## src/lts_pkg.sv

```systemverilog
`timescale 1ns / 1ps
package lts_pkg;
  localparam int TAG_W = 14;
  localparam int OWN_W = 3;
  localparam logic [OWN_W-1:0] NO_OWNER = 3'd4;
  localparam int CFG_IDX_W = 3;
  localparam int CFG_DATA_W = 5;

  typedef enum logic [1:0] {
    OP_LOOKUP = 2'd0,
    OP_PROBE  = 2'd1,
    OP_REPL   = 2'd2,
    OP_INVAL  = 2'd3
  } op_t;

  typedef enum logic [2:0] {
    CFG_MAX_USE = 3'd0,
    CFG_PART_EN = 3'd1,
    CFG_QUOTA0  = 3'd2,
    CFG_QUOTA1  = 3'd3,
    CFG_QUOTA2  = 3'd4,
    CFG_QUOTA3  = 3'd5
  } cfg_idx_t;

  typedef enum logic [1:0] {
    ST_CLEAR,
    ST_IDLE,
    ST_READ
  } state_t;

  typedef struct packed {
    logic [TAG_W-1:0] tag;
    logic             valid;
    logic             touched;
    logic [OWN_W-1:0] owner;
  } line_t;

  typedef struct packed {
    logic             hit;
    logic [3:0]       hit_depth;
    logic             victim_valid;
    logic [TAG_W-1:0] victim_tag;
    logic [OWN_W-1:0] victim_owner;
    logic             interference;
    logic             no_victim;
  } result_t;

  typedef struct packed {
    logic [4:0] max_use_ways;
    logic       partition_enable;
    logic [4:0] quota0;
    logic [4:0] quota1;
    logic [4:0] quota2;
    logic [4:0] quota3;
  } cfg_t;
endpackage

```

## src/lts_row_update.sv

```systemverilog
`timescale 1ns / 1ps
module lts_row_update
  import lts_pkg::*;
#(
  parameter int WAYS = 16
) (
  input  line_t            row_in [WAYS],
  input  op_t              op,
  input  logic [TAG_W-1:0] tag,
  input  logic [1:0]       me,
  input  cfg_t             cfg,
  output line_t            row_out [WAYS],
  output logic             row_we,
  output result_t          res
);
  localparam int PW = (WAYS > 1) ? $clog2(WAYS) : 1;
  localparam int CW = $clog2(WAYS + 1);

  logic [CW-1:0]  usable;
  logic [WAYS-1:0] match, owned_me, over_q, mine_m, over_m;
  logic [CW-1:0]  cnt [4];
  logic [4:0]     quota [4];
  logic           found, search_hit, vic_ok, move, is_repl;
  logic [PW-1:0]  hpos, vpos, pos;
  logic [CW-1:0]  vpos_w;
  line_t          vline;

  always_comb begin
    if (cfg.max_use_ways == 5'd0) begin
      usable = CW'(1);
    end else if (32'(cfg.max_use_ways) > WAYS) begin
      usable = CW'(WAYS);
    end else begin
      usable = CW'(cfg.max_use_ways);
    end
    quota[0] = cfg.quota0;
    quota[1] = cfg.quota1;
    quota[2] = cfg.quota2;
    quota[3] = cfg.quota3;
  end

  always_comb begin
    found = 1'b0;
    hpos = '0;
    for (int i = 0; i < WAYS; i++) begin
      match[i] = row_in[i].valid && (row_in[i].tag == tag);
      if (match[i] && !found) begin
        found = 1'b1;
        hpos = PW'(i);
      end
    end
    search_hit = found && (CW'(hpos) < usable);
  end

  always_comb begin
    for (int c = 0; c < 4; c++) begin
      cnt[c] = '0;
    end
    for (int i = 0; i < WAYS; i++) begin
      for (int c = 0; c < 4; c++) begin
        if (row_in[i].owner == OWN_W'(c)) begin
          cnt[c] = cnt[c] + CW'(1);
        end
      end
    end
    for (int i = 0; i < WAYS; i++) begin
      owned_me[i] = (row_in[i].owner == {1'b0, me});
      over_q[i] = (row_in[i].owner < NO_OWNER) &&
                  (6'(cnt[row_in[i].owner[1:0]]) > 6'(quota[row_in[i].owner[1:0]]));
    end
  end

  always_comb begin
    logic f1, f2;
    f1 = 1'b0;
    f2 = 1'b0;
    mine_m = '0;
    over_m = '0;
    vpos = '0;
    vic_ok = 1'b1;
    for (int i = WAYS - 1; i >= 0; i--) begin
      if (owned_me[i] && !f1) begin
        f1 = 1'b1;
        mine_m[i] = 1'b1;
      end
      if (over_q[i] && !f2) begin
        f2 = 1'b1;
        over_m[i] = 1'b1;
      end
    end
    if (!cfg.partition_enable) begin
      vpos_w = usable - CW'(1);
      vpos = vpos_w[PW-1:0];
    end else if (6'(cnt[me]) < 6'(quota[me])) begin
      if (!row_in[WAYS-1].touched) begin
        vpos = PW'(WAYS - 1);
      end else begin
        vic_ok = f2;
        for (int i = 0; i < WAYS; i++) begin
          if (over_m[i]) vpos = PW'(i);
        end
      end
    end else begin
      vic_ok = f1;
      for (int i = 0; i < WAYS; i++) begin
        if (mine_m[i]) vpos = PW'(i);
      end
    end
    if (cfg.partition_enable) begin
      vpos_w = '0;
    end else begin
      vpos_w = usable - CW'(1);
    end
  end

  always_comb begin
    is_repl = (op == OP_REPL);
    vline = row_in[vpos];
    pos = is_repl ? vpos : hpos;
    move = is_repl ? vic_ok : (search_hit && op == OP_LOOKUP);
    row_we = move || (search_hit && op == OP_INVAL);
    for (int i = 0; i < WAYS; i++) begin
      row_out[i] = row_in[i];
      if (move && PW'(i) <= pos && i > 0) begin
        row_out[i] = row_in[i-1];
      end
    end
    if (move) begin
      row_out[0] = row_in[pos];
      if (is_repl) begin
        row_out[0].tag = tag;
        row_out[0].valid = 1'b1;
        row_out[0].touched = 1'b1;
        row_out[0].owner = {1'b0, me};
      end
    end else if (search_hit && op == OP_INVAL) begin
      row_out[hpos].valid = 1'b0;
      row_out[hpos].touched = 1'b0;
    end

    res = '0;
    res.victim_owner = NO_OWNER;
    if (is_repl) begin
      if (!vic_ok) begin
        res.no_victim = 1'b1;
      end else begin
        res.victim_valid = vline.valid;
        res.victim_tag = vline.valid ? vline.tag : '0;
        res.victim_owner = vline.owner;
        res.interference = (vline.owner != NO_OWNER) && (vline.owner != {1'b0, me});
      end
    end else if (search_hit) begin
      res.hit = 1'b1;
      res.hit_depth = 4'(hpos);
    end
  end
endmodule
```

## config.mk

```make
export PLATFORM = sky130hd
export DESIGN_NAME = lts_row_update
export DESIGN_NICKNAME = d
export VERILOG_FILES = /design/src/lts_pkg.sv /design/src/lts_row_update.sv
export SDC_FILE = /design/constraint.sdc
export NUM_CORES = 2
export LEC_CHECK = 0
export ABC_CLOCK_PERIOD_IN_PS = 38300
export BUFFER_PORTS_ARGS = -buffer_cell sky130_fd_sc_hd__buf_4
export CAP_MARGIN = 20
export CORE_ASPECT_RATIO = 0.6
export CORE_MARGIN = 2
export CORE_UTILIZATION = 40
export DETAILED_ROUTE_END_ITERATION = 8
export SLEW_MARGIN = 25
export SYNTH_ARGS = -nofsm -noshare
export SYNTH_HDL_FRONTEND = slang
export SYNTH_SLANG_ARGS = --single-unit
```

## constraint.sdc

```tcl
create_clock -name vclk -period 38.3
set_clock_uncertainty 0.1 [all_clocks]
set_input_delay 3.83 -clock vclk [all_inputs]
set_output_delay 3.83 -clock vclk [all_outputs]
set_load 0.1 [all_outputs]
```

==> impl_metrics.env <==
export IMPL_drt_wl_total_um=184000
export IMPL_fp_row_count=76
export IMPL_die_h_um=213.3
export IMPL_fin_crit_ns=25.25
export IMPL_final_nets=4462
export IMPL_postCtsSetupBuffers=0
export IMPL_cap_violations=0
export IMPL_synth_area_top_cells="mux4_2 (13%), mux2_2 (12%), xnor2_1 (11%)"
export IMPL_report_final_slew_viol_count=0
export IMPL_status="finished clean"
export IMPL_cts_resized=0
export IMPL_gp_congestion=1.131
export IMPL_yosysMostFrequentCell="xnor2_1"
export IMPL_relSlewSlack=0.1613
export IMPL_die_x_um=352.8
export IMPL_ys_warn_count=0
export IMPL_fmax_ghz=0.03960
export IMPL_crit_slowest_cell="a211oi_1"
export IMPL_area_growth_pct=18.50
export IMPL_cp_end_kind="output pin"
export IMPL_crit_type="primary input to output pin"
export IMPL_overflow=0
export IMPL_drcViolationCount=0
export IMPL_dieArea_sq_mm=0.07526
export IMPL_drive_gt1_frac=0.3302
export IMPL_syn_num_nets=4054
export IMPL_worst_slew_pin_slew_ns=1.248
export IMPL_fin_crit_sh=0.6593
export IMPL_syn_area_per_cell_sq_um=8.208
export IMPL_drtPass1Iterations=7
export IMPL_hp_class="primary input to output pin"
export IMPL_fin_tns_setup_ns=0
export IMPL_start_util=0.4057
export IMPL_initialDrtViolationCount=6489
export IMPL_synthTopCellsByCount="xnor2_1 (353), mux2_2 (302), nor2_1 (227)"
export IMPL_worst_path_most_repeated_cell="ha_1"
export IMPL_grt_pass1_vias=30372
export IMPL_via_count=34570
export IMPL_grt_pass1_wl_um=246200
export IMPL_hold_viol=0
export IMPL_grt_antenna_before_repair=20
export IMPL_setup_viol=0
export IMPL_synth_area_sq_mm=0.02920
export IMPL_synthCells=3558
export IMPL_cts_hold_fix_buffers=0
export IMPL_core_sq_mm=0.07198
export IMPL_max_stage_delay_ns=1.00
export IMPL_wl_per_cell_um=37.16
export IMPL_ant_nets=0
export IMPL_worstPathArrival_ns=21.32
export IMPL_hpwl_um=142600
export IMPL_cp_max_fo=76
export IMPL_ys_types=112
export IMPL_avgViaCountPerCell=6.981
export IMPL_yosysTopAreaCellShare=0.1342
export IMPL_grt_max_degree=77
export IMPL_required_ns=34.37
export IMPL_track_usage=0.4587
export IMPL_synth_top_area_cell="mux4_2"
export IMPL_rsz0062_at_grt="no"
export IMPL_clock_buffers=0
export IMPL_ys_seq_area_frac=0
export IMPL_portBuffers=678
export IMPL_ios=678
export IMPL_start_kind="primary input"
export IMPL_nFlopsAndLatches=0
export IMPL_regArea_sq_um=0
-- worst max-delay path: cells and delay by family --
kind	cells	cell delay, ns
AO/OA/AOI/OAI	18	5.14
XOR/XNOR	7	1.65
adder cells (fa/ha/maj)	9	2.77
buffers and inverters	6	1.93
multiplexers	7	2.41
AND/OR/NAND/NOR	13	3.40
-- layer usage --
metal / routed length [um] / global-route usage / vias to the layer above / part of all wire
met1: 76340 / 0.6482 / 16714 / 0.41
li1: - / - / 14195 / -
met5: 515 / 0.06387 / - / 0.0028
met2: 64180 / 0.5445 / 3267 / 0.35
met4: 5567 / 0.1043 / 14 / 0.030
met3: 37410 / 0.3013 / 380 / 0.20
-- per-stage QoR --
step	cell area [sq um]	setup slack, ns	utilization	cells	hold slack, ns
finish	34610	13.05	0.4808	4952	8.097
global route	34600	12.42	0.4806	4948	8.102
CTS	34560	13.80	0.4801	4939	8.088
detailed placement	34560	13.88	0.4801	4939	8.083
global placement	34540	13.94	0.4798	4939	8.082
floorplan	29200	15.82	-	3558	8.026
-- cell usage in the layout (no fill, tap or decap), types with 42 or more instances in the layout --
| cell | instances |
|---|---|
| o21ai_0 | 95 |
| a211oi_1 | 136 |
| buf_4 | 725 |
| a21oi_1 | 150 |
| nand2_1 | 182 |
| mux4_2 | 174 |
| xnor2_1 | 347 |
| mux2_2 | 302 |
| nor2b_1 | 85 |
| nor3_1 | 70 |
| nand3_1 | 75 |
| inv_1 | 140 |
| ha_1 | 148 |
| and3_1 | 42 |
| nand4_1 | 71 |
| o21a_1 | 42 |
| mux2i_1 | 223 |
| xor2_1 | 96 |
| nor2_1 | 226 |
-- cells by family after synthesis --
kind of cell / after synthesis / synth area share
simple gates: 997 / 0.1862
fa+ha+maj: 148 / 0.06341
mux: 742 / 0.3444
xor+xnor: 498 / 0.1686
buf+inv: 459 / 0.06761
compound gates: 714 / 0.1697
-- final cells by class --
cell class / count / area (sq um)
Antenna cell: 13 / 32.53
Fill cell: 7126 / 37380
Inverter: 140 / 525.5
Multi-Input combinational cell: 3099 / 27390
Tap cell: 975 / 1220
Timing Repair Buffer: 725 / 5443
-- path summary, 6_finish.rpt --
kind	slack [ns]	from	cells past startpoint	end
worst max-delay path	13.05	row_in[268]	60	row_out[300]
worst min-delay path	8.10	row_in[193]	4	row_out[193]
