## src/lts_ram.sv

```systemverilog
`timescale 1ns / 1ps
module lts_ram #(
  parameter int WIDTH = 8,
  parameter int DEPTH = 16
) (
  input  logic                     clk,
  input  logic                     we,
  input  logic [$clog2(DEPTH)-1:0] waddr,
  input  logic [WIDTH-1:0]         wdata,
  input  logic [$clog2(DEPTH)-1:0] raddr,
  output logic [WIDTH-1:0]         rdata
);
  logic [WIDTH-1:0] mem [DEPTH];

  always_ff @(posedge clk) begin
    if (we) begin
      mem[waddr] <= wdata;
    end
    rdata <= mem[raddr];
  end
endmodule

```

## config.mk

```make
export PLATFORM = sky130hd
export DESIGN_NAME = lts_ram
export DESIGN_NICKNAME = d
export VERILOG_FILES = /design/src/lts_ram.sv
export SDC_FILE = /design/constraint.sdc
export NUM_CORES = 1
export LEC_CHECK = 0
export BUFFER_PORTS_ARGS = -buffer_cell sky130_fd_sc_hd__clkbuf_2
export CAP_MARGIN = 10
export CORE_UTILIZATION = 57
export CTS_BUF_LIST = sky130_fd_sc_hd__clkbuf_8
export DETAILED_ROUTE_END_ITERATION = 8
export PLACE_DENSITY = 0.78
export RECOVER_POWER = 50
export SLEW_MARGIN = 40
export SYNTH_ARGS = -nofsm -noshare
export SYNTH_HDL_FRONTEND = slang
export SYNTH_SLANG_ARGS = --single-unit
```

## constraint.sdc

```tcl
create_clock -name clk -period 1.7 [get_ports clk]
set_input_delay 0.34 -clock clk [delete_from_list [all_inputs] [get_ports clk]]
set_output_delay 0.34 -clock clk [all_outputs]
set_load 0.03 [all_outputs]
```

==> results of run 1 <==
-- metrics by stage --
step                instances  setup TNS [ps]
floorplan                 229               0
global placement          375               0
detailed placement        375           -38.2
CTS                       407               0
global route              407               0
finish                    407               0
-- worst register-to-register path: stages (launching register included) --
cell and delay, ps:
sky130_fd_sc_hd__edfxtp_1 370, sky130_fd_sc_hd__mux4_2 450, sky130_fd_sc_hd__a22oi_1 270, sky130_fd_sc_hd__nand2_1 120
-- kinds of logic after synthesis --
family | synth area share [%]
AOI/OAI and AO/OA | 2.33
and+or+nand+nor | 3.18
DFF | 77.8
muxes | 15.0
buffers and inverters | 1.68
-- cell usage in the layout, fill, tap and decap left out --
cell and instances:
sky130_fd_sc_hd__clkinvlp_4 2, sky130_fd_sc_hd__buf_4 17, sky130_fd_sc_hd__mux4_1 14, sky130_fd_sc_hd__nor2_1 13, sky130_fd_sc_hd__clkinv_2 2, sky130_fd_sc_hd__and2b_1 1, sky130_fd_sc_hd__clkbuf_8 17, sky130_fd_sc_hd__clkbuf_2 16
sky130_fd_sc_hd__clkbuf_1 12, sky130_fd_sc_hd__nor3_2 1, sky130_fd_sc_hd__a22oi_1 16, sky130_fd_sc_hd__dfxtp_1 8, sky130_fd_sc_hd__or3b_2 1, sky130_fd_sc_hd__clkinv_4 3, sky130_fd_sc_hd__nand3_1 1, sky130_fd_sc_hd__mux4_2 18
sky130_fd_sc_hd__buf_12 3, sky130_fd_sc_hd__bufinv_16 4, sky130_fd_sc_hd__nor2b_1 1, sky130_fd_sc_hd__nand2_1 9, sky130_fd_sc_hd__edfxtp_1 128, sky130_fd_sc_hd__nor3_1 3, sky130_fd_sc_hd__nand3b_1 2, sky130_fd_sc_hd__clkinv_1 2
sky130_fd_sc_hd__inv_1 2, sky130_fd_sc_hd__nand2b_1 2, sky130_fd_sc_hd__and2_1 1
-- routing by layer --
metal	routed length, um	track usage, %	part of all wire (%)
met5	0	0	0
met4	245	8.96	2.5
met3	655	6.58	6.8
met2	4760	34.3	49
met1	4030	30.3	42
-- cell type report --
| type | instances | share of cell area [%] |
|---|---|---|
| flip-flops and latches | 136 | 67.5 |
| clock buffers | 17 | 3.94 |
| clock inverters | 15 | 3.14 |
| well taps | 108 | 2.28 |
| repair buffers | 48 | 5.27 |
| multi-input cells | 83 | 17.9 |
-- cell usage after synthesis --
cell,instances
sky130_fd_sc_hd__mux4_2,18
sky130_fd_sc_hd__nand2b_1,2
sky130_fd_sc_hd__mux4_1,14
sky130_fd_sc_hd__buf_6,3
sky130_fd_sc_hd__nand2_1,9
sky130_fd_sc_hd__dfxtp_1,8
sky130_fd_sc_hd__edfxtp_1,128
sky130_fd_sc_hd__buf_2,3
sky130_fd_sc_hd__nand3b_1,2
sky130_fd_sc_hd__or3b_2,1
sky130_fd_sc_hd__a22oi_1,16
sky130_fd_sc_hd__and2_1,1
sky130_fd_sc_hd__clkdlybuf4s25_2,3
sky130_fd_sc_hd__nor2_1,13
sky130_fd_sc_hd__nor2b_1,1
sky130_fd_sc_hd__buf_4,1
sky130_fd_sc_hd__nand3_1,1
sky130_fd_sc_hd__and2b_1,1
sky130_fd_sc_hd__nor3_1,4
-- registers in the layout, summed over array words and instances, names as in the netlist --
name / count
mem: 128
rdata: 8
-- worst max-delay path by stage --
stage                   from          to  slack [ps]  cells after the start
floorplan           waddr[2]   mem[3][0]          90                      2
global placement    raddr[0]    rdata[0]         0.7                      5
detailed placement  raddr[0]    rdata[0]         -20                      5
CTS                 rdata[6]    rdata[6]         330                      1
global route        waddr[0]  mem[15][1]         230                      4
finish              waddr[0]  mem[15][3]         300                      4
-- power groups by stage --
stage / Clock, uW / Sequential, uW / Combinational, uW
after floorplan: 0 / 3880 / 191
final: 2750 / 3770 / 388
after global placement: 0 / 3840 / 383
after detailed placement: 0 / 3850 / 394
after CTS: 2790 / 3770 / 395
after global routing: 2910 / 3780 / 416
==> run summary, run 1 <==
======================================================================================================
GRT Total Usage                                                                                  22.3%
Worst flop-to-flop path endpoint                                                              rdata[0]
Routability Congestion                                                                           0.770
Cell types occupying the most area after synthesis                                        sky130_fd_sc_hd__edfxtp_1 (75%), sky130_fd_sc_hd__mux4_2 (7.9%), sky130_fd_sc_hd__mux4_1 (7.1%), sky130_fd_sc_hd__dfxtp_1 (3.1%), sky130_fd_sc_hd__a22oi_1 (2.3%)
First-pass GRT wire length                                                                     14.9 mm
Setup repair after global routing missed its margin                                              false
Post-route setup slack                                                                          296 ps
Post-CTS setup-driven buffer insertion count                                                         0
Floorplan die area                                                                          9410 sq um
Peak ir drop on the vdd network                                                               0.677 mV
Maximum number of pins on one net before global-route repair                                        33
Count of vias placed by the detailed router                                                      2,459
Clk sink count                                                                                     136
Clock network latency to the later pin of the worst-skew pair                                   420 ps
Number of global-route vias before repair                                                        2,574
Final design utilization                                                                         68.0%
Diode insertion count for antenna repair                                                             0
Fraction of synthesized cell area taken by the top area cell type                                74.7%
Clock tree from TritonCTS                                                                        built
Synth-to-layout area growth                                                                      15.3%
Number of failing setup endpoints in the final timing report                                         0
Synthesized flop and latch total                                                                   136
Warnings from Yosys                                                                                  0
Actual slew at the worst max-slew pin                                                           733 ps
Depth of the worst hold-timing path                                                                  1
Post-DP HPWL                                                                                   6.26 mm
Power density over the cells                                                              1160 nW/um^2
Switch Pwr                                                                                     1430 uW
Gate Count Post-Synth                                                                              229
Sum of routed wire length over all layers                                                      9.69 mm
Total grt overflow                                                                                   0
Biggest cell delay along the critical path                                                      570 ps
Share of total power in the clock network                                                        39.8%
Placeable core area                                                                         8720 sq um
Worst relative slew slack                                                                        51.1%
Buffer type at the clock tree root                                                        sky130_fd_sc_hd__clkbuf_8
Critical path startpoint category                                                            input pin
Max-slew violation count                                                                             0
Worst Reg-to-Reg Cells                                                                               3
Post-CTS Hold Buffers                                                                                0
Net switching fraction of the power                                                              20.7%
Buffers & Inverters on Critical Path                                                                 2
Highest attainable clock frequency                                                             712 MHz
Result of the run                                                                            completed
Max Root-Sink Buffers                                                                                2
Crit Path Class                                                                                 in2reg
Final number of hold-violating endpoints                                                             0
Kind of cell adding the most delay to the critical path                                   buffers and inverters
Area after detailed placement                                                               5540 sq um
Antenna violations before repair                                                                     0
Buffers added on ports                                                                              25
Most repeated library cell on the critical path                                           sky130_fd_sc_hd__clkbuf_1
Worst Setup End Kind                                                                          register
Maximum clock skew at final layout                                                             13.3 ps
Type of the most critical hold path                                                             in2reg
Die width                                                                                      97.0 um
Iteration-0 DRC Markers                                                                            220
Setup slack after placement                                                                   -19.4 ps
Critical hold path startpoint                                                                 wdata[6]
Clock transition at the register clock pins on the worst setup and hold paths after CTS          70 ps
Sequential group share of total power                                                            54.6%
Floorplan row count                                                                                 34
H-tree lvl count                                                                                     4
Post-Synthesis Net Count                                                                           247
Area taken by multi-input logic gates                                                       1060 sq um
Slowest cell on crit path                                                                 sky130_fd_sc_hd__clkbuf_1
Final nets                                                                                         304
Worst path cell trace                                                                     clkbuf_1 -> nand2_1 -> nor2_1 -> clkbuf_1
Fillers                                                                                            546
Combinational share of power                                                                      5.6%
Num CTS Buffers                                                                                     17
Hold Path Sink                                                                               mem[6][6]
Max-cap violation count                                                                              0
Count of unique library cells instantiated by Yosys                                                 19
Total I/O pin count                                                                                 26
Maximum fanout along the worst path                                                                  8
Drt first pass iters                                                                                 4
Cell leakage power                                                                          0.00201 uW
WP data required                                                                               1750 ps
Post-detailed-route wirelength per cell                                                        23.8 um
Average footprint of a synthesized cell                                                     22.5 sq um
Internal reg-to-reg setup slack                                                                 360 ps
Min Hold Slack                                                                                  428 ps
DRC violation count after routing                                                                    0
Largest area contributor in the netlist                                                   sky130_fd_sc_hd__edfxtp_1
Post-layout power                                                                              6900 uW
DR vias/cell                                                                                      6.04
Synth Cell Area                                                                             5150 sq um
Reg-to-reg critical path startpoint                                                          mem[9][0]
Number of antenna-violating nets in the routed design                                                0
Post-route fraction of the period consumed by the critical path                                  82.6%
Starting density of the core                                                                     59.0%
Share of final-layout standard cells stronger than drive strength 1                              28.1%
Final non-filler cell area                                                                  5930 sq um
Share of the yosys chip area belonging to registers                                              77.8%
Final critical-path required period                                                            1400 ps
Cells resized by post-CTS repair                                                                     0
Die height                                                                                     97.0 um
Arrival time of data at the critical path endpoint                                             1450 ps
Internal power component                                                                       5480 uW
Area of all sequential standard cells                                                       4000 sq um
======================================================================================================
Power figures use the tool's default switching activity.
==> run 2, diff against run 1 <==
Clock period 1.7 ns to 1.1 ns, I/O delays scaled along.
==> run summary, run 2 (synthesized netlist as in run 1, its figures left out) <==
======================================================================================================
Largest registers                                                                         mem x128, rdata x8
Power density over the cells                                                              1690 nW/um^2   +46%
Cell leakage power                                                                          0.00209 uW   +3.9%
Number of failing setup endpoints in the final timing report                                        13   +13
Critical path startpoint category                                                             register
Buffers added on ports                                                                              25   unchanged
Final number of hold-violating endpoints                                                             0   unchanged
Most frequent standard cell in the layout excluding fill and tap cells                    sky130_fd_sc_hd__edfxtp_1
Post-detailed-route wirelength per cell                                                        25.0 um   +4.9%
Diode insertion count for antenna repair                                                             0   unchanged
Clock tree from TritonCTS                                                                        built
Accumulated negative setup slack                                                              -1340 ps   -1340 ps
Starting density of the core                                                                     59.0%   unchanged
Synth-to-layout area growth                                                                      22.5%
Reg-to-reg critical path startpoint                                                          mem[3][5]
Number of antenna-violating nets in the routed design                                                0   unchanged
Final design utilization                                                                         72.3%   +4.2 points
Highest-count cells in the layout ignoring fill and taps                                  sky130_fd_sc_hd__edfxtp_1 (128), sky130_fd_sc_hd__mux4_2 (32), sky130_fd_sc_hd__buf_4 (21)
Floorplan row count                                                                                 34   unchanged
Maximum number of pins on one net before global-route repair                                        20   -39%
Actual slew at the worst max-slew pin                                                           910 ps   +177 ps
Depth of the worst hold-timing path                                                                  1   unchanged
Worst flop-to-flop path endpoint                                                              rdata[5]
Number of global-route vias before repair                                                        2,616   +1.6%
Largest register FFs                                                                               128   unchanged
Die width                                                                                      97.0 um   unchanged
Iteration-0 DRC Markers                                                                            263   +20%
Hold Path Sink                                                                               mem[6][4]
Peak ir drop on the vdd network                                                               0.735 mV   +8.6%
Post-DP HPWL                                                                                   6.56 mm   +4.7%
Post-route setup slack                                                                         -208 ps   -504 ps
Arrival time of data at the critical path endpoint                                             1610 ps   +160 ps
Count of vias placed by the detailed router                                                      2,546   +3.5%
Worst Reg-to-Reg Cells                                                                               3   unchanged
Routability Congestion                                                                           0.778   +1.1%
Critical hold path startpoint                                                                 wdata[4]
Post-layout power                                                                            10,700 uW   +55%
Register with the most flip-flops                                                                  mem
Clk sink count                                                                                     136   unchanged
Share of final-layout standard cells stronger than drive strength 1                              46.6%   +19 points
Result of the run                                                                         finished with violations
Type of the most critical hold path                                                             in2reg
Buffer type at the clock tree root                                                        sky130_fd_sc_hd__clkbuf_8
H-tree lvl count                                                                                     4   unchanged
Setup slack after placement                                                                    -604 ps   -584 ps
Num CTS Buffers                                                                                     17   unchanged
Post-route fraction of the period consumed by the critical path                                   119%
Max-cap violation count                                                                              0   unchanged
Maximum fanout along the worst path                                                                  1   -7
Clock transition at the register clock pins on the worst setup and hold paths after CTS          70 ps   about the same
Highest attainable clock frequency                                                             765 MHz
GRT Total Usage                                                                                  24.1%   +1.9 points
Internal reg-to-reg setup slack                                                                -210 ps   -570 ps
Die height                                                                                     97.0 um   unchanged
Final nets                                                                                         316   +3.9%
Total I/O pin count                                                                                 26   unchanged
Max-slew violation count                                                                             0   unchanged
Antenna violations before repair                                                                     0   unchanged
Violations in the final reports                                                           setup timing
First-pass GRT wire length                                                                     15.9 mm   +6.8%
WP data required                                                                               1400 ps   -350 ps
Max Root-Sink Buffers                                                                                2   unchanged
DR vias/cell                                                                                      6.08   +0.57%
Min Hold Slack                                                                                  294 ps   -134 ps
Placeable core area                                                                         8720 sq um   unchanged
Worst relative slew slack                                                                        39.1%   -12 points
Post-CTS Hold Buffers                                                                                0   unchanged
Sum of routed wire length over all layers                                                      10.5 mm   +8.0%
Final critical-path required period                                                            1310 ps
Clock network latency to the later pin of the worst-skew pair                                   430 ps   about the same
Floorplan die area                                                                          9410 sq um   unchanged
Crit Path Class                                                                                reg2reg
Maximum clock skew at final layout                                                             8.70 ps   -4.62 ps
Worst Setup End Kind                                                                          register
DRC violation count after routing                                                                    0   unchanged
Total grt overflow                                                                                   0   unchanged
Drt first pass iters                                                                                 4   unchanged
Setup repair after global routing missed its margin                                               true
======================================================================================================
## run 2: metrics by stage
stage               area, sq um  std cells
CTS                        6280        418
detailed placement         5780        386
floorplan                  5210        229
global placement           5780        386
global route               6300        419
finish                     6300        419
## run 2: area by class of cell
class                      count  area [sq um]
clock buffer                  17           234
timing repair buffer          60           633
tap                          108           135
clock inverter                15           160
multi-input combinational     83          1130
fill                         478          2420
sequential                   136          4010
## run 2: worst max path at each step
stage	startpoint	to	slack (ps)	cells past startpoint
after floorplan	waddr[2]	mem[0][0]	-220	2
after global placement	raddr[0]	rdata[5]	-590	6
after detailed placement	raddr[0]	rdata[5]	-600	6
after CTS	mem[3][5]	rdata[5]	-190	3
after global routing	mem[3][4]	rdata[4]	-220	3
final	mem[3][5]	rdata[5]	-210	3
## run 2: timing repair
| item | in CTS | in global routing |
|---|---|---|
| setup endpoints to repair | 16 | 24 |
| cloned | 0 | 0 |
| buffers inserted | 0 | 1 |
| resized for setup | 28 | 14 |
| pin swaps | 2 | 2 |
## run 2: worst max-delay path, stage by stage (launching register included)
cell and delay [ps]:
sky130_fd_sc_hd__edfxtp_1 370, sky130_fd_sc_hd__mux4_2 480, sky130_fd_sc_hd__a22oi_2 240, sky130_fd_sc_hd__nand2_1 90
## run 2: power breakdown
group / leakage (uW) / internal, uW / switching [uW]
Combinational: 0.000657 / 369 / 413
Clock: 0.000206 / 2210 / 1840
Sequential: 0.00122 / 5800 / 52.4
## run 2: routing by layer
layer	share of wire [%]	wire length [um]	vias to the layer above	GRT usage (%)
li1	-	-	1096	-
met1	42	4340	1307	34.2
met2	49	5170	120	37.1
met3	6.5	683	23	4.62
met4	2.5	261	0	11.0
met5	0	0	-	0
